## config.mk

```make
export PLATFORM = sky130hd
export DESIGN_NAME = tcp_flow_match_reset_injector
export DESIGN_NICKNAME = d
export VERILOG_FILES = /design/src/hw/rtl/tfmri_pkg.sv /design/src/hw/rtl/tfmri_front.sv /design/src/hw/rtl/tfmri_queue.sv /design/src/hw/rtl/tfmri_back.sv /design/src/hw/rtl/tcp_flow_match_reset_injector.sv
export SDC_FILE = /design/constraint.sdc
export NUM_CORES = 1
export LEC_CHECK = 0
export ABC_CLOCK_PERIOD_IN_PS = 18450
export BUFFER_PORTS_ARGS = -buffer_cell sky130_fd_sc_hd__buf_2
export CAP_MARGIN = 40
export CORE_MARGIN = 3
export CORE_UTILIZATION = 55
export CTS_CLUSTER_SIZE = 14
export DETAILED_ROUTE_END_ITERATION = 8
export HOLD_SLACK_MARGIN = 0.1
export PLACE_DENSITY = 0.72
export RECOVER_POWER = 100
export SYNTH_ARGS = -nofsm -noshare
export SYNTH_HDL_FRONTEND = slang
export SYNTH_SLANG_ARGS = --single-unit
```

## constraint.sdc

```tcl
create_clock -name clk_i -period 18.45 [get_ports clk_i]
set_input_delay 0.9225 -clock clk_i [delete_from_list [all_inputs] [get_ports clk_i]]
set_output_delay 0.9225 -clock clk_i [all_outputs]
set_load 0.01 [all_outputs]
```

## src/hw/rtl/tfmri_pkg.sv

```systemverilog
// package for the tcp flow match reset injector
// shared types, constants and register indexes; no dependencies
`default_nettype none

package tfmri_pkg;

  localparam int unsigned CaptureBytesDef = 100;
  localparam int unsigned QueueDepth      = 2;

  localparam logic [1:0] CfgLocalIp    = 2'd0;
  localparam logic [1:0] CfgLocalPort  = 2'd1;
  localparam logic [1:0] CfgRemoteIp   = 2'd2;
  localparam logic [1:0] CfgRemotePort = 2'd3;

  localparam logic [15:0] EtherIpv4   = 16'h0800;
  localparam logic [3:0]  IpVersion4  = 4'd4;
  localparam logic [7:0]  ProtoTcp    = 8'd6;
  localparam logic [31:0] IpWord0     = 32'h4500_0028;
  localparam logic [31:0] IpWord2     = 32'hFF06_0000;
  localparam logic [15:0] FlagsAck    = 16'h5010;
  localparam logic [15:0] FlagsRstAck = 16'h5014;
  localparam logic [15:0] WindowSize  = 16'd1234;
  localparam logic [19:0] PseudoConst = 20'd26;   // protocol plus tcp length
  localparam logic [3:0]  LastWord    = 4'd9;

  typedef struct packed {
    logic [31:0] local_ip;
    logic [15:0] local_port;
    logic [31:0] remote_ip;
    logic [15:0] remote_port;
  } cfg_t;

  typedef struct packed {
    logic [31:0] seq;
    logic [31:0] ack;
    logic        rst;
  } pkt_req_t;

  typedef struct packed {
    logic armed;
    logic push;
    logic push_rst;
  } front_status_t;

endpackage

`default_nettype wire

```

## src/hw/rtl/tfmri_front.sv

```systemverilog
// front part: takes items, captures header fields, decides on packets
// depends on tfmri_pkg
`default_nettype none

module tfmri_front #(
  parameter int unsigned CaptureBytes = tfmri_pkg::CaptureBytesDef
) (
  input  wire logic                   clk_i,
  input  wire logic                   rst_ni,
  input  wire logic                   accept_i,
  input  wire logic                   kind_i,
  input  wire logic [7:0]             data_byte_i,
  input  wire logic                   frame_end_i,
  input  wire tfmri_pkg::cfg_t        cfg_i,
  output tfmri_pkg::pkt_req_t         req_o,
  output tfmri_pkg::front_status_t    status_o
);

  localparam logic [11:0] CapLimit = 12'(CaptureBytes);

  logic [10:0] bc_q, bc_d;
  logic [15:0] eth_q, eth_d;
  logic [3:0]  ver_q, ver_d, hw_q, hw_d;
  logic [12:0] frag_q, frag_d;
  logic [7:0]  proto_q, proto_d;
  logic [31:0] sip_q, sip_d, dip_q, dip_d, seq_q, seq_d, ack_q, ack_d;
  logic [15:0] sport_q, sport_d, dport_q, dport_d;
  logic        armed_q, armed_d;
  logic        push, match;
  logic [11:0] len, tcp_end;
  logic [11:0] tstart, tcp_off;
  logic        cap;

  always_comb begin
    bc_d = bc_q; eth_d = eth_q; ver_d = ver_q; hw_d = hw_q; frag_d = frag_q;
    proto_d = proto_q; sip_d = sip_q; dip_d = dip_q; sport_d = sport_q;
    dport_d = dport_q; seq_d = seq_q; ack_d = ack_q; armed_d = armed_q;
    push = 1'b0;
    req_o = '0;
    len = {1'b0, bc_q} + 12'd1;
    cap = {1'b0, bc_q} < CapLimit;
    // header length is needed for the tcp offset of this very byte
    if (accept_i && kind_i && armed_q && cap && bc_q == 11'd14) begin
      ver_d = data_byte_i[7:4];
      hw_d  = data_byte_i[3:0];
    end
    tstart = 12'd14 + {6'd0, hw_d, 2'b00};
    tcp_off = {1'b0, bc_q} - tstart;
    tcp_end = tstart + 12'd12;
    if (accept_i) begin
      if (!kind_i) begin
        armed_d = 1'b1;
        bc_d = '0;
        push = 1'b1;
      end else if (armed_q) begin
        if (cap) begin
          if (bc_q == 11'd12) eth_d[15:8] = data_byte_i;
          if (bc_q == 11'd13) eth_d[7:0] = data_byte_i;
          if (bc_q == 11'd20) frag_d[12:8] = data_byte_i[4:0];
          if (bc_q == 11'd21) frag_d[7:0] = data_byte_i;
          if (bc_q == 11'd23) proto_d = data_byte_i;
          if (bc_q >= 11'd26 && bc_q <= 11'd29) sip_d = {sip_q[23:0], data_byte_i};
          if (bc_q >= 11'd30 && bc_q <= 11'd33) dip_d = {dip_q[23:0], data_byte_i};
          if ({1'b0, bc_q} >= tstart) begin
            if (tcp_off <= 12'd1) sport_d = {sport_q[7:0], data_byte_i};
            else if (tcp_off <= 12'd3) dport_d = {dport_q[7:0], data_byte_i};
            else if (tcp_off <= 12'd7) seq_d = {seq_q[23:0], data_byte_i};
            else if (tcp_off <= 12'd11) ack_d = {ack_q[23:0], data_byte_i};
          end
        end
        if (bc_q != 11'h7FF) bc_d = bc_q + 11'd1;
        if (frame_end_i) begin
          bc_d = '0;
          if (match) begin
            armed_d = 1'b0;
            push = 1'b1;
            req_o.seq = ack_d;
            req_o.ack = seq_d;
            req_o.rst = 1'b1;
          end
        end
      end
    end
  end

  assign match = (len >= 12'd40) && (tcp_end <= len) && (tcp_end <= CapLimit)
              && (eth_d == tfmri_pkg::EtherIpv4) && (ver_d == tfmri_pkg::IpVersion4)
              && (frag_d == '0) && (proto_d == tfmri_pkg::ProtoTcp)
              && (sip_d == cfg_i.remote_ip) && (dip_d == cfg_i.local_ip)
              && (sport_d == cfg_i.remote_port) && (dport_d == cfg_i.local_port);

  assign status_o.armed    = armed_q;
  assign status_o.push     = push;
  assign status_o.push_rst = req_o.rst;

  always_ff @(posedge clk_i or negedge rst_ni) begin
    if (!rst_ni) begin
      bc_q <= '0; eth_q <= '0; ver_q <= '0; hw_q <= '0; frag_q <= '0;
      proto_q <= '0; sip_q <= '0; dip_q <= '0; sport_q <= '0; dport_q <= '0;
      seq_q <= '0; ack_q <= '0; armed_q <= 1'b0;
    end else begin
      bc_q <= bc_d; eth_q <= eth_d; ver_q <= ver_d; hw_q <= hw_d; frag_q <= frag_d;
      proto_q <= proto_d; sip_q <= sip_d; dip_q <= dip_d; sport_q <= sport_d;
      dport_q <= dport_d; seq_q <= seq_d; ack_q <= ack_d; armed_q <= armed_d;
    end
  end

endmodule

`default_nettype wire

```

## src/hw/rtl/tfmri_queue.sv

```systemverilog
// short request queue between front and back
// depends on tfmri_pkg
`default_nettype none

module tfmri_queue (
  input  wire logic                clk_i,
  input  wire logic                rst_ni,
  input  wire logic                push_i,
  input  wire tfmri_pkg::pkt_req_t data_i,
  input  wire logic                pop_i,
  output tfmri_pkg::pkt_req_t      head_o,
  output logic                     empty_o,
  output logic                     full_o,
  output logic [1:0]               count_o
);

  tfmri_pkg::pkt_req_t mem_q [2];
  logic       wp_q, rp_q;
  logic [1:0] cnt_q;

  always_ff @(posedge clk_i) begin
    if (push_i) mem_q[wp_q] <= data_i;
  end

  always_ff @(posedge clk_i or negedge rst_ni) begin
    if (!rst_ni) begin
      wp_q <= 1'b0; rp_q <= 1'b0; cnt_q <= '0;
    end else begin
      if (push_i) wp_q <= ~wp_q;
      if (pop_i) rp_q <= ~rp_q;
      cnt_q <= cnt_q + {1'b0, push_i} - {1'b0, pop_i};
    end
  end

  assign head_o  = mem_q[rp_q];
  assign empty_o = (cnt_q == 2'd0);
  assign full_o  = (cnt_q == 2'(tfmri_pkg::QueueDepth));
  assign count_o = cnt_q;

endmodule

`default_nettype wire

```

## src/hw/rtl/tfmri_back.sv

```systemverilog
// back part: serializes one packet per request, running tcp checksum
// depends on tfmri_pkg
`default_nettype none

module tfmri_back (
  input  wire logic                clk_i,
  input  wire logic                rst_ni,
  input  wire tfmri_pkg::cfg_t     cfg_i,
  input  wire tfmri_pkg::pkt_req_t head_i,
  input  wire logic                empty_i,
  output logic                     pop_o,
  output logic                     out_valid_o,
  input  wire logic                out_stall_i,
  output logic [31:0]              packet_word_o,
  output logic                     packet_last_o,
  output logic                     is_reset_o
);

  logic [3:0]  idx_q;
  logic [19:0] acc_q, acc_d;
  logic        vld_q, last_q, rst_q;
  logic [31:0] word_q, word;
  logic        free, load;
  logic [16:0] fold1;
  logic [15:0] fold2, ck;

  assign free = !vld_q || !out_stall_i;
  assign load = free && !empty_i;
  assign pop_o = load && (idx_q == tfmri_pkg::LastWord);

  assign fold1 = {1'b0, acc_q[15:0]} + {13'd0, acc_q[19:16]};
  assign fold2 = fold1[15:0] + {15'd0, fold1[16]};
  assign ck = (~fold2 == 16'd0) ? 16'hFFFF : ~fold2;

  always_comb begin
    case (idx_q)
      4'd0: word = tfmri_pkg::IpWord0;
      4'd1: word = '0;
      4'd2: word = tfmri_pkg::IpWord2;
      4'd3: word = cfg_i.local_ip;
      4'd4: word = cfg_i.remote_ip;
      4'd5: word = {cfg_i.local_port, cfg_i.remote_port};
      4'd6: word = head_i.seq;
      4'd7: word = head_i.ack;
      4'd8: word = {head_i.rst ? tfmri_pkg::FlagsRstAck : tfmri_pkg::FlagsAck,
                    tfmri_pkg::WindowSize};
      default: word = {ck, 16'd0};
    endcase
    if (idx_q == 4'd0) acc_d = tfmri_pkg::PseudoConst;
    else if (idx_q >= 4'd3 && idx_q <= 4'd8)
      acc_d = acc_q + {4'd0, word[31:16]} + {4'd0, word[15:0]};
    else acc_d = acc_q;
  end

  always_ff @(posedge clk_i) begin
    if (load) begin
      word_q <= word;
      last_q <= (idx_q == tfmri_pkg::LastWord);
      rst_q  <= head_i.rst;
      acc_q  <= acc_d;
    end
  end

  always_ff @(posedge clk_i or negedge rst_ni) begin
    if (!rst_ni) begin
      vld_q <= 1'b0; idx_q <= '0;
    end else if (free) begin
      vld_q <= !empty_i;
      if (load) idx_q <= (idx_q == tfmri_pkg::LastWord) ? 4'd0 : idx_q + 4'd1;
    end
  end

  assign out_valid_o   = vld_q;
  assign packet_word_o = word_q;
  assign packet_last_o = last_q;
  assign is_reset_o    = rst_q;

endmodule

`default_nettype wire

```

## src/hw/rtl/tcp_flow_match_reset_injector.sv

```systemverilog
// top level of the tcp flow match reset injector
// depends on tfmri_pkg, tfmri_front, tfmri_queue, tfmri_back
`default_nettype none

// A start item (kind 0) sends a ten-word IPv4/TCP ACK probe from the local to
// the remote endpoint and arms the block; while armed, frame bytes (kind 1) are
// taken one per cycle and header fields captured. On the last byte of a frame
// from the remote flow an RST+ACK is sent and the block disarms. Input items
// are taken every cycle while the two-entry packet queue has room; each
// packet leaves at one word per cycle while out_stall_i is low, so the back
// end, not the byte path, sets the sustained packet rate. The user must write
// configuration registers only while idle; the block does not enforce this.
module tcp_flow_match_reset_injector #(
  parameter int unsigned CaptureBytes = tfmri_pkg::CaptureBytesDef
) (
  input  wire logic        clk_i,
  input  wire logic        rst_ni,
  input  wire logic        cfg_we_i,
  input  wire logic [1:0]  cfg_idx_i,
  input  wire logic [31:0] cfg_data_i,
  input  wire logic        in_valid_i,
  output logic             in_stall_o,
  input  wire logic        kind_i,
  input  wire logic [7:0]  data_byte_i,
  input  wire logic        frame_end_i,
  output logic             out_valid_o,
  input  wire logic        out_stall_i,
  output logic [31:0]      packet_word_o,
  output logic             packet_last_o,
  output logic             is_reset_o
);

  tfmri_pkg::cfg_t          cfg_q;
  tfmri_pkg::pkt_req_t      req, head;
  tfmri_pkg::front_status_t fst;
  logic                     accept, q_empty, q_full, pop;
  logic [1:0]               q_count;

  // configuration registers
  always_ff @(posedge clk_i or negedge rst_ni) begin
    if (!rst_ni) begin
      cfg_q <= '0;
    end else if (cfg_we_i) begin
      unique case (cfg_idx_i)
        tfmri_pkg::CfgLocalIp:    cfg_q.local_ip    <= cfg_data_i;
        tfmri_pkg::CfgLocalPort:  cfg_q.local_port  <= cfg_data_i[15:0];
        tfmri_pkg::CfgRemoteIp:   cfg_q.remote_ip   <= cfg_data_i;
        tfmri_pkg::CfgRemotePort: cfg_q.remote_port <= cfg_data_i[15:0];
        default: ;
      endcase
    end
  end

  // a transfer is taken whenever the queue can hold a packet request
  assign in_stall_o = q_full;
  assign accept     = in_valid_i && !q_full;

  tfmri_front #(.CaptureBytes(CaptureBytes)) u_front (
    .clk_i, .rst_ni, .accept_i(accept), .kind_i, .data_byte_i, .frame_end_i,
    .cfg_i(cfg_q), .req_o(req), .status_o(fst)
  );

  tfmri_queue u_queue (
    .clk_i, .rst_ni, .push_i(fst.push), .data_i(req), .pop_i(pop),
    .head_o(head), .empty_o(q_empty), .full_o(q_full), .count_o(q_count)
  );

  // back end walks the packet words of the queue head
  tfmri_back u_back (
    .clk_i, .rst_ni, .cfg_i(cfg_q), .head_i(head), .empty_i(q_empty),
    .pop_o(pop), .out_valid_o, .out_stall_i, .packet_word_o, .packet_last_o,
    .is_reset_o
  );

  // checksum word never carries a zero checksum and has zero low half
  a_ck_word: assert property (@(posedge clk_i) disable iff (!rst_ni)
    out_valid_o && packet_last_o |-> packet_word_o[31:16] != 16'd0
      && packet_word_o[15:0] == 16'd0) else $error("bad checksum word");

  // sending a reset disarms the front
  a_disarm: assert property (@(posedge clk_i) disable iff (!rst_ni)
    fst.push && fst.push_rst |=> !fst.armed) else $error("still armed after rst");

  // queue never overfills
  a_qcount: assert property (@(posedge clk_i) disable iff (!rst_ni)
    q_count <= 2'(tfmri_pkg::QueueDepth)) else $error("queue overflow");

endmodule

`default_nettype wire
```

[Word-level counts from Yosys, hierarchy flattened]
Memory sizes are Yosys's and may differ from the RTL's.
Cells that the tools add are included.
Storage, ports and cells
  register bits after elaboration: 376
  memories: 1
  output and inout port bits: 36
  memory bits (writable): 130
  input bits: 49
  word-level logic and storage cells: 203
Memory list
  u_queue.mem_q: depth 2, bits a word 65, rd ports 1, clocked after Yosys merged registers in 0, wr ports 1, line tfmri_queue.sv:17  | tfmri_pkg::pkt_req_t mem_q [2];
Operators by class
  magnitude comparators: 15
  add/subtract/negate cells: 12
  equality and inequality tests: 29
  multiplexer cells: 78
  bitwise operators: 3
  reductions and logical operators: 39
Operators by type and width (number)
  32-bit 2-to-1 mux: 21
  65-bit 2-to-1 mux: 5
  16-bit 2-to-1 mux: 18
  32-bit one-hot mux with 9 select lines: 1
  32-bit == test: 2
  8-bit 2-to-1 mux: 8
  13-bit 2-to-1 mux: 4
  11-bit 2-to-1 mux: 4
  20-bit by 16-bit adder with 20-bit output: 2
  11-bit by 4-bit == test with 1-bit output, second input constant: 3
  11-bit by 5-bit == test with 1-bit output, second input constant: 3
  16-bit == test: 2
  11-bit by 5-bit greater-or-equal comparator with 1-bit output, second input constant: 2
  4-bit by 3-bit == test with 1-bit output, second input constant: 5
  1-bit logical AND: 20
  20-bit 2-to-1 mux: 1
  16-bit by 4-bit adder with 17-bit output: 1
  16-bit by 1-bit adder with 16-bit output: 1
  16-bit by 12-bit == test with 1-bit output, second input constant: 1
  16-bit logical NOT: 1
  16-bit inverter: 1
  13-bit logical NOT: 1
  11-bit by 1-bit adder with 12-bit output, second input constant: 1
  12-bit by 4-bit adder with 12-bit output, second input constant: 1
  40 further kinds: 67

[Longest topological paths before layout]
Gate-level depths: netlist (run 1).
  word-level depth: 28
  mapped depth: 37
  depth with buffers taken out: 35

[By module]
From an unflattened synthesis (run 1), not the netlist that was laid out.
Second synthesis, totals
  cells, all modules: 2534
  area, all modules: 28377.2 sq um
By module, submodules not included
  tfmri_front: cells each 1495, instances 1, sequential area each 5430.2 sq um, area each 14223.6 sq um
  tfmri_back: cells each 617, instances 1, sequential area each 1746.7 sq um, area each 5506.5 sq um
  tfmri_queue: cells each 217, instances 1, sequential area each 4003.8 sq um, area each 5048.6 sq um
  tcp_flow_match_reset_injector: cells each 205, instances 1, sequential area each 2402.3 sq um, area each 3598.5 sq um

[Worst setup path after synthesis (run 1)]
No wires, ideal clock.
  kind: reg2reg
  from: reg u_front.bc_q[9]
  to: mem u_queue.mem_q[0][0] (netlist name), enable pin
  buffers on the path: 2
  slack: 8.607 ns
  required time: 17.962 ns
  setup time: 0.488 ns
  data arrival time: 9.354 ns
  clock period less this slack: 9.843 ns
  stages on the path, launching flop included: 23
  cells stage by stage: dfrtp_1 -> or4_4 -> or4_1 -> buf_2 -> nor3_1 -> clkbuf_1 -> mux2i_1 -> inv_1 -> ha_1 -> inv_1 -> ha_1 -> o21ai_0 -> o21bai_1 -> nor3b_1 -> o311ai_2 -> a2111oi_4 -> nand4_4 -> mux2i_1 -> xnor2_1 -> or4_1 -> or4_1 -> o31a_1 -> nor2_1
On the way
  cells in the longest elaborated chain, start to end: 24
  elaborated cells between the ends (all ways): 92
  classes of those cells: add/sub (4); order compare (11); eq/ne (13); mux (49); reduce/logical (15)
Ends and longest elaborated chain
  from (decl): line tfmri_front.sv:21  | logic [10:0] bc_q, bc_d;
  from (signal assigned): line tfmri_front.sv:98  | bc_q <= '0; eth_q <= '0; ver_q <= '0; hw_q <= '0; frag_q <= '0;
  from (signal assigned): line tfmri_front.sv:102  | bc_q <= bc_d; eth_q <= eth_d; ver_q <= ver_d; hw_q <= hw_d; frag_q <= frag_d;
  11-bit by 7-bit < comparator with 1-bit output: line tfmri_front.sv:41  | cap = {1'b0, bc_q} < CapLimit;
  1-bit logical AND: line tfmri_front.sv:43  | if (accept_i && kind_i && armed_q && cap && bc_q == 11'd14) begin
  1-bit logical AND *: line tfmri_front.sv:43
  4-bit 2-to-1 mux *: line tfmri_front.sv:43
  net u_front.hw_d[1]: line tfmri_front.sv:23  | logic [3:0] ver_q, ver_d, hw_q, hw_d;
  4-bit by 6-bit adder with 7-bit output *: line tfmri_front.sv:47  | tstart = 12'd14 + {6'd0, hw_d, 2'b00};
  parallel branches: the longest is 11 deep, another holds 11-bit by 12-bit subtractor with 12-bit output
  1-bit logical AND *: line tfmri_front.sv:90  | && (sport_d == cfg_i.remote_port) && (dport_d == cfg_i.local_port);
  1-bit 2-to-1 mux *: line tfmri_front.sv:74  | if (match) begin
  1-bit 2-to-1 mux *: line tfmri_front.sv:72  | if (frame_end_i) begin
  1-bit 2-to-1 mux *: line tfmri_front.sv:55  | end else if (armed_q) begin
  1-bit 2-to-1 mux *: line tfmri_front.sv:51  | if (!kind_i) begin
  1-bit 2-to-1 mux *: line tfmri_front.sv:50  | if (accept_i) begin
  1-bit 2-to-1 mux *: line tfmri_queue.sv:22  | if (push_i) mem_q[wp_q] <= data_i;
  1-bit 2-to-1 mux (implied by the code) *: line tfmri_queue.sv:22
  to (decl): line tfmri_queue.sv:17
Mark *: on every way through the listed nets, which the timed path passes.

==> metrics.md, run 1 <==
| Metric | Value |
|---|---|
| Status | finished, violations left |
| Failing checks | capacitance limit, slew limit |
| Cell Area, Synth | 27,600 µm² |
| Global-route wire length before repair | 133,000 µm |
| Critical path type | flip-flop to flip-flop |
| Required @ worst endpoint | 18,610 ps |
| Vias per inst | 6.38 |
| Clock transition at path regs | 60 ps |
| Synth Flop Type | dfrtp_1 |
| Max_cap viols | 20 |
| GP Congestion | 1.07 |
| Total grt overflow | 0 |
| Area Growth Syn to Fin | 10.7% |
| Fin crit period | 12,000 ps |
| Rel. slew slack | -349% |
| Final net count | 2,809 |
| Routed vias | 21,700 |
| Worst Path Arrival | 12,160 ps |
| Top-level port count | 85 |
| H-tree depth | 2 |
| Setup bufs post-CTS | 0 |
| Drt wl/cell | 26.3 µm |
| Die Wd | 230 µm |
| Worst setup SP type | flip-flop |
| Seq cells post-synth | 506 |
| Final Slew Violations | 852 |
| Power Density | 157 nW/µm² |
| Pin count of the biggest net entering global routing | 124 |
| Crit path largest cell delay | 2280 ps |
| VDD IR max | 0.114 mV |
| Aggregate global-route resource usage | 33.5% |
| Adder-cell area share of the yosys netlist | 3.32% |
| Final Cycle Share | 65.0% |
| Worst Skew | 51.0 ps |
| Clock buffer depth | 3 |
| Main combinational cell family by area after synthesis | simple AND/OR/NAND/NOR gates |
| DRT antenna net count | 0 |
| Cts bufs inserted | 54 |
| Crit end category | flip-flop |
| Initial DRC count | 2,489 |
| Sum of negative setup slack | 0 ps |
| Post-CTS Resized | 0 |
| Synth unique cells | 84 |
| WHS | 478 ps |
| Crit-path max FO | 65 |
| Share of cells above drive strength 1 | 13.5% |
| Core region area | 49,300 µm² |
| Latest clock arrival within the worst-skew pair | 650 ps |
| Hpwl dp | 65,400 µm |
| Post-synthesis mux area share | 13.4% |
| Leak | 0.0133 µW |
| Vias in the first global route | 20,800 |
| Post-Syn Area per Cell | 10.4 µm² |
| Final setup fails | 0 |
| Fmax | 83.3 MHz |
| PortBufs | 84 |
| Most frequent cells in the layout | nand2_1, dfrtp_1, mux2_2 |
| Dpl cells | 3,307 |
| CTS tree | done |
| Yosys warning total | 0 |
| Final Power | 4790 µW |
| Synth Area in Compound Gates | 11.3% |
| Post-Synth Simple-Gate Area | 14.6% |
| Hold Path Class | flip-flop to flip-flop |
| Mapped Nets | 2,749 |
| Tightest Pin Transition | 6740 ps |
| DRT Wirelength | 89,600 µm |
| Die Area | 52,800 µm² |
| Initial antenna violation count | 1 |
| RSZ-0062 raised after global routing | no |
| Worst path slowest cell | clkbuf_1 |
| Die height | 230 µm |
| Row count | 81 |
| Post-synthesis async set-or-reset flop share | 63.6% |
| CTS Hold Buffers Added | 0 |
| TritonRoute pass-1 iters | 6 |
| Crit path cell chain | or4_1 -> or4_1 -> nor3_1 -> clkbuf_1 -> mux2i_1 -> inv_1 -> ha_1 -> inv_1 -> ha_1 -> a211oi_1 -> o21bai_1 -> nor3b_1 -> o311ai_0 -> a2111oi_0 -> nand4_1 -> mux2_2 -> a2bb2oi_1 -> and4_1 -> nand4_1 -> clkbuf_1 -> nor2_1 |
| Root buffer cell | clkbuf_16 |
| Fraction of synthesized cell area in xor and xnor cells | 3.81% |
| Post-Layout Cell Count | 3,407 |
| Final hold viol count | 0 |
| Number of synthesized flops with an enable pin | 184 |
| Commonest non-fill, non-tap cell in the layout | nand2_1 |
| Sink Count | 506 |
| Register area share after synthesis | 49.3% |
| Synth Instances | 2,639 |
| Post-route DRC violation count | 0 |
| Initial Util | 55.9% |
==> power by group <==
group	internal (µW)	leakage (µW)	switching (µW)	total [µW]
clock network	703	0.000947	481	1180
registers	1420	0.00600	210	1630
logic	766	0.00635	1210	1970
total	2890	0.0133	1900	4790
==> critical path: cells and delay by family (launching register included) <==
kind | cells | cell delay, ps
buffers and inverters | 4 | 2860
and+or+nand+nor | 8 | 4390
AOI/OAI and AO/OA | 5 | 2170
adders and majority gates | 2 | 520
muxes | 2 | 1030
DFF | 1 | 510
==> cells by family after synthesis <==
family	Yosys count
and+or+nand+nor	830
other	1
xor gates and xnor gates	119
adders and majority gates	62
DFF	506
AOI/OAI and AO/OA	466
muxes	341
buffers and inverters	314
==> state kept, by name, indices dropped and copies added (netlist names), 2 cells and up <==
signal	cells
u_front.eth_q	16
u_front.seq_q	32
u_front.hw_q	4
u_front.bc_q	11
u_front.dip_q	32
u_front.ack_q	32
u_queue.mem_q	130
cfg_q	96
u_back.packet_word_o	32
u_front.sport_q	16
u_front.dport_q	16
u_front.proto_q	8
u_queue.count_o	2
u_back.idx_q	4
u_front.frag_q	13
u_front.ver_q	4
u_back.acc_q	20
u_front.sip_q	32
==> path summary, 6_finish.rpt <==
| check | start | slack [ps] | end | cells after the start |
|---|---|---|---|---|
| max | u_front.bc_q[7] | 6450 | u_queue.mem_q[1][30] | 21 |
| min | u_front.eth_q[5] | 480 | u_front.eth_q[5] | 2 |
| max reg2reg | u_front.bc_q[7] | 6450 | u_queue.mem_q[1][30] | 21 |
| min reg2reg | u_front.eth_q[5] | 480 | u_front.eth_q[5] | 2 |
| max in group asynchronous | rst_ni | 7090 | cfg_q[94] | 4 |
| min in group asynchronous | rst_ni | 2810 | u_front.eth_q[8] | 1 |
==> Yosys cell counts, types with 12 or more instances <==
master | number | area share [%]
xnor2_1 | 70 | 2.2
o22ai_1 | 24 | 0.54
mux2_2 | 215 | 8.8
and4_1 | 17 | 0.54
mux2i_1 | 126 | 4.6
clkbuf_1 | 112 | 1.5
a211oi_1 | 13 | 0.35
or4_1 | 15 | 0.41
inv_1 | 186 | 2.5
nor2_1 | 164 | 2.2
fa_1 | 19 | 1.4
nor3_1 | 48 | 0.87
o21ai_0 | 120 | 2.2
o211ai_1 | 19 | 0.52
nand3_1 | 45 | 0.82
nand2_1 | 330 | 4.5
and3_1 | 14 | 0.32
nand3b_1 | 12 | 0.33
o2111ai_1 | 14 | 0.45
dfrtp_1 | 322 | 29
a21oi_1 | 110 | 2.0
xor2_1 | 48 | 1.5
ha_1 | 42 | 1.9
o221ai_1 | 12 | 0.38
nand2b_1 | 38 | 0.86
edfxtp_1 | 184 | 20
or3_1 | 14 | 0.32
nor4_1 | 28 | 0.64
nor2b_1 | 32 | 0.73
nand4_1 | 27 | 0.61
==> metal layers <==
| layer | global-route usage, % | wire length (µm) | up-vias |
|---|---|---|---|
| met3 | 6.14 | 8790 | 243 |
| li1 | - | - | 9557 |
| met5 | 0 | 0 | - |
| met2 | 49.1 | 38000 | 1216 |
| met4 | 13.8 | 4310 | 0 |
| met1 | 49.3 | 38600 | 10700 |
==> through the flow <==
stage	utilization (%)	setup WS (ps)	area (µm²)
finish	61.9	6450	30500
floorplan	-	8610	27600
CTS	62.5	9230	30800
global route	61.9	5200	30500
global placement	58.3	9380	28700
detailed placement	58.5	9260	28800
==> layout make-up <==
type	count	area [µm²]
Clock inverter	25	409
Clock buffer	74	1550
Fill cell	4096	18700
Sequential cell	506	13600
Timing Repair Buffer	129	648
Tap cell	664	831
Inverter	189	709
Antenna cell	1	2.50
Multi-Input combinational cell	1819	12800
Power figures use the tool's default switching activity.
==> run 2, diff against run 1 <==
--- a/config.mk
+++ b/config.mk
@@ -5,7 +5,7 @@
 export SDC_FILE = /design/constraint.sdc
 export NUM_CORES = 1
 export LEC_CHECK = 0
-export ABC_CLOCK_PERIOD_IN_PS = 18450
+export ABC_CLOCK_PERIOD_IN_PS = 11400
 export BUFFER_PORTS_ARGS = -buffer_cell sky130_fd_sc_hd__buf_2
 export CAP_MARGIN = 40
 export CORE_MARGIN = 3
==> constraint.sdc (replaced) <==
create_clock -name clk_i -period 11.4 [get_ports clk_i]
set_input_delay 0.57 -clock clk_i [delete_from_list [all_inputs] [get_ports clk_i]]
set_output_delay 0.57 -clock clk_i [all_outputs]
set_load 0.01 [all_outputs]
==> run 2 against run 1 <==
Against the previous run: the flow still finishes with violations (capacitance limit, slew limit); sequential share of layout area hardly changed; maximum frequency is 21% higher; cell count is 0.18% higher; non-clock buffer count is 2 higher; critical path depth is 10 higher; sequential power is 61% higher; clock skew is 9.3 ps lower; register-to-register slack worse by 5000 ps; routed wire length is 0.44% higher.
==> metrics.md, run 2 (synthesis gave the netlist of run 1 again) <==
| Metric | Value |
|---|---|
| Total grt overflow | 0 (unchanged) |
| TritonRoute pass-1 iters | 6 (unchanged) |
| Hold EP | u_back.out_valid_o (was u_front.eth_q[5]) |
| H-tree depth | 2 (unchanged) |
| Worst Skew | 41.7 ps (was 51.0 ps) |
| Vias in the first global route | 20,600 (was 20,800) |
| Drt wl/cell | 26.4 µm (was 26.3 µm) |
| Power Density | 253 nW/µm² (was 157 nW/µm²) |
| Commonest non-fill, non-tap cell in the layout | nand2_1 (unchanged) |
| Final setup fails | 0 (unchanged) |
| DRT Wirelength | 90,000 µm (was 89,600 µm) |
| Hold Path Depth | 3 (was 2) |
| Critical path type | flip-flop to flip-flop (unchanged) |
| Tightest Pin Transition | 4880 ps (was 6740 ps) |
| Fin crit period | 9950 ps (was 12,000 ps) |
| Cts bufs inserted | 54 (unchanged) |
| Status | finished, violations left (unchanged) |
| GP Congestion | 1.02 (was 1.07) |
| Hold Path Class | primary input to flip-flop (was flip-flop to flip-flop) |
| Core region area | 49,300 µm² (unchanged) |
| Leak | 0.0133 µW (about the same) |
| Aggregate global-route resource usage | 33.6% (was 33.5%) |
| Sum of negative setup slack | 0 ps (unchanged) |
| Row count | 81 (unchanged) |
| DRT antenna net count | 0 (unchanged) |
| Initial Util | 55.9% (unchanged) |
| Final Slew Violations | 775 (was 852) |
| Global-route wire length before repair | 133,000 µm (about the same) |
| Most frequent cells in the layout | nand2_1, dfrtp_1, mux2_2 (unchanged) |
| Pin count of the biggest net entering global routing | 84 (was 124) |
| Worst path slowest cell | clkbuf_1 (unchanged) |
| Vias per inst | 6.41 (was 6.38) |
| Final Cycle Share | 87.3% (was 65.0%) |
| Area Growth Syn to Fin | 10.8% (was 10.7%) |
| Post-layout util | 62.0% (was 61.9%) |
| Crit-path max FO | 29 (was 65) |
| Initial antenna violation count | 2 (was 1) |
| Hpwl dp | 65,900 µm (was 65,400 µm) |
| Reg2reg start | u_back.acc_q[0] (was u_front.bc_q[7]) |
| Root buffer cell | clkbuf_16 (unchanged) |
| Reg2reg path depth | 31 (was 21) |
| Crit end category | flip-flop (unchanged) |
| Multi-input gate area | 12,800 µm² (about the same) |
| Top-level port count | 85 (unchanged) |
| Required @ worst endpoint | 11,760 ps (was 18,610 ps) |
| RSZ-0062 raised after global routing | no (unchanged) |
| Final net count | 2,811 (was 2,809) |
| Die Wd | 230 µm (unchanged) |
| Crit Reg-Reg Endpoint | u_back.acc_q[17] (was u_queue.mem_q[1][30]) |
| Fillers | 4,041 (was 4,096) |
| Clock transition at path regs | 60 ps (about the same) |
| Place WS | 1980 ps (was 9260 ps) |
| Fmax | 100 MHz (was 83.3 MHz) |
| Routed vias | 21,900 (was 21,700) |
| Rel. slew slack | -225% (was -349%) |
| Final hold viol count | 0 (unchanged) |
| Initial DRC count | 2,887 (was 2,489) |
| Register Area | 13,600 µm² (unchanged) |
| Min setup slack post-route | 1450 ps (was 6450 ps) |
| Largest registers | u_queue.mem_q x130, cfg_q x96 (unchanged) |
| Max FFs per register | 130 (unchanged) |
| Share of cells above drive strength 1 | 13.5% (about the same) |
| Top cell by count, worst path | o21ai_0 |
| Failing checks | capacitance limit, slew limit (unchanged) |
| Max_cap viols | 18 (was 20) |
| Worst setup SP type | flip-flop (unchanged) |
| Post-CTS Resized | 0 (unchanged) |
| Die Area | 52,800 µm² (unchanged) |
| Post-route DRC violation count | 0 (unchanged) |
| CTS tree | done (unchanged) |
| Clock buffer depth | 3 (unchanged) |
| R2R setup slack | 1450 ps (was 6450 ps) |
| Biggest register | u_queue.mem_q (unchanged) |
| PortBufs | 84 (unchanged) |
| Hold_sp | out_stall_i (was u_front.eth_q[5]) |
| Sink Count | 506 (unchanged) |
| VDD IR max | 0.176 mV (was 0.114 mV) |
| Crit path largest cell delay | 990 ps (was 2280 ps) |
| Die height | 230 µm (unchanged) |
| Worst Path Arrival | 10,310 ps (was 12,160 ps) |
| Latest clock arrival within the worst-skew pair | 650 ps (about the same) |
run 2: changes by cell type in the layout (fill, tap and decap cells not counted), sizes merged, moves of 2 or more:
cell      before  now
bufinv         8   10
clkbuf       140  135
clkinv        16   23
clkinvlp       3    0
inv          187  190
run 2: where the power goes:
group | internal, µW | switching [µW] | total (µW)
logic | 1240 | 1930 | 3170
clock network | 1140 | 780 | 1920
registers | 2290 | 337 | 2630
total | 4670 | 3050 | 7720
run 2: worst max-delay path by stage:
| stage | from | endpoint | cells after the start |
|---|---|---|---|
| after detailed placement | u_front.bc_q[7] | u_queue.mem_q[1][18] | 21 |
| after global placement | u_front.bc_q[7] | u_queue.mem_q[1][42] | 21 |
| final | u_back.acc_q[0] | u_back.acc_q[17] | 31 |
| after CTS | u_front.bc_q[7] | u_queue.mem_q[1][34] | 21 |
| after global routing | u_back.acc_q[0] | u_back.acc_q[17] | 31 |
| after floorplan | u_front.bc_q[9] | u_queue.mem_q[0][0] | 22 |
run 2: area by class of cell:
type	count	share of cell area [%]
flip-flops and latches	506	44.5
multi-input cells	1819	42.0
clock buffers	68	4.74
well taps	664	2.72
inverters	189	2.32
repair buffers	131	2.03
clock inverters	34	1.64
diodes	2	0.0164
run 2: through the flow:
| stage | cell area [µm²] | instances | hold slack [ps] | total power, µW |
|---|---|---|---|---|
| after floorplan | 27600 | 2639 | 274 | 4730 |
| after global placement | 28700 | 3300 | 454 | 5660 |
| after detailed placement | 28800 | 3306 | 454 | 5740 |
| after CTS | 30700 | 3409 | 143 | 7680 |
| after global routing | 30500 | 3411 | 193 | 8160 |
| final | 30500 | 3413 | 178 | 7720 |
run 2: metal layers:
| metal | track usage, % | vias to the layer above | part of all wire [%] |
|---|---|---|---|
| met2 | 49.5 | 1231 | 43 |
| met3 | 6.18 | 192 | 10 |
| met4 | 11.4 | 2 | 3.7 |
| li1 | - | 9593 | - |
| met5 | 0 | - | 0.014 |
| met1 | 50.2 | 10800 | 43 |
run 2: repair_timing:
action / in CTS / in global routing
hold buffers: 1 / 0
setup buffers: 0 / 0
hold endpoints to repair: 80 / 0
run 2: critical path, delay by kind of cell (launching register included):
family / cells / cell delay (ps)
flip-flops: 1 / 420
AND/OR/NAND/NOR: 9 / 2720
XOR/XNOR: 1 / 180
AO/OA/AOI/OAI: 14 / 3260
adder cells (fa/ha/maj): 6 / 2100
buffers and inverters: 1 / 990
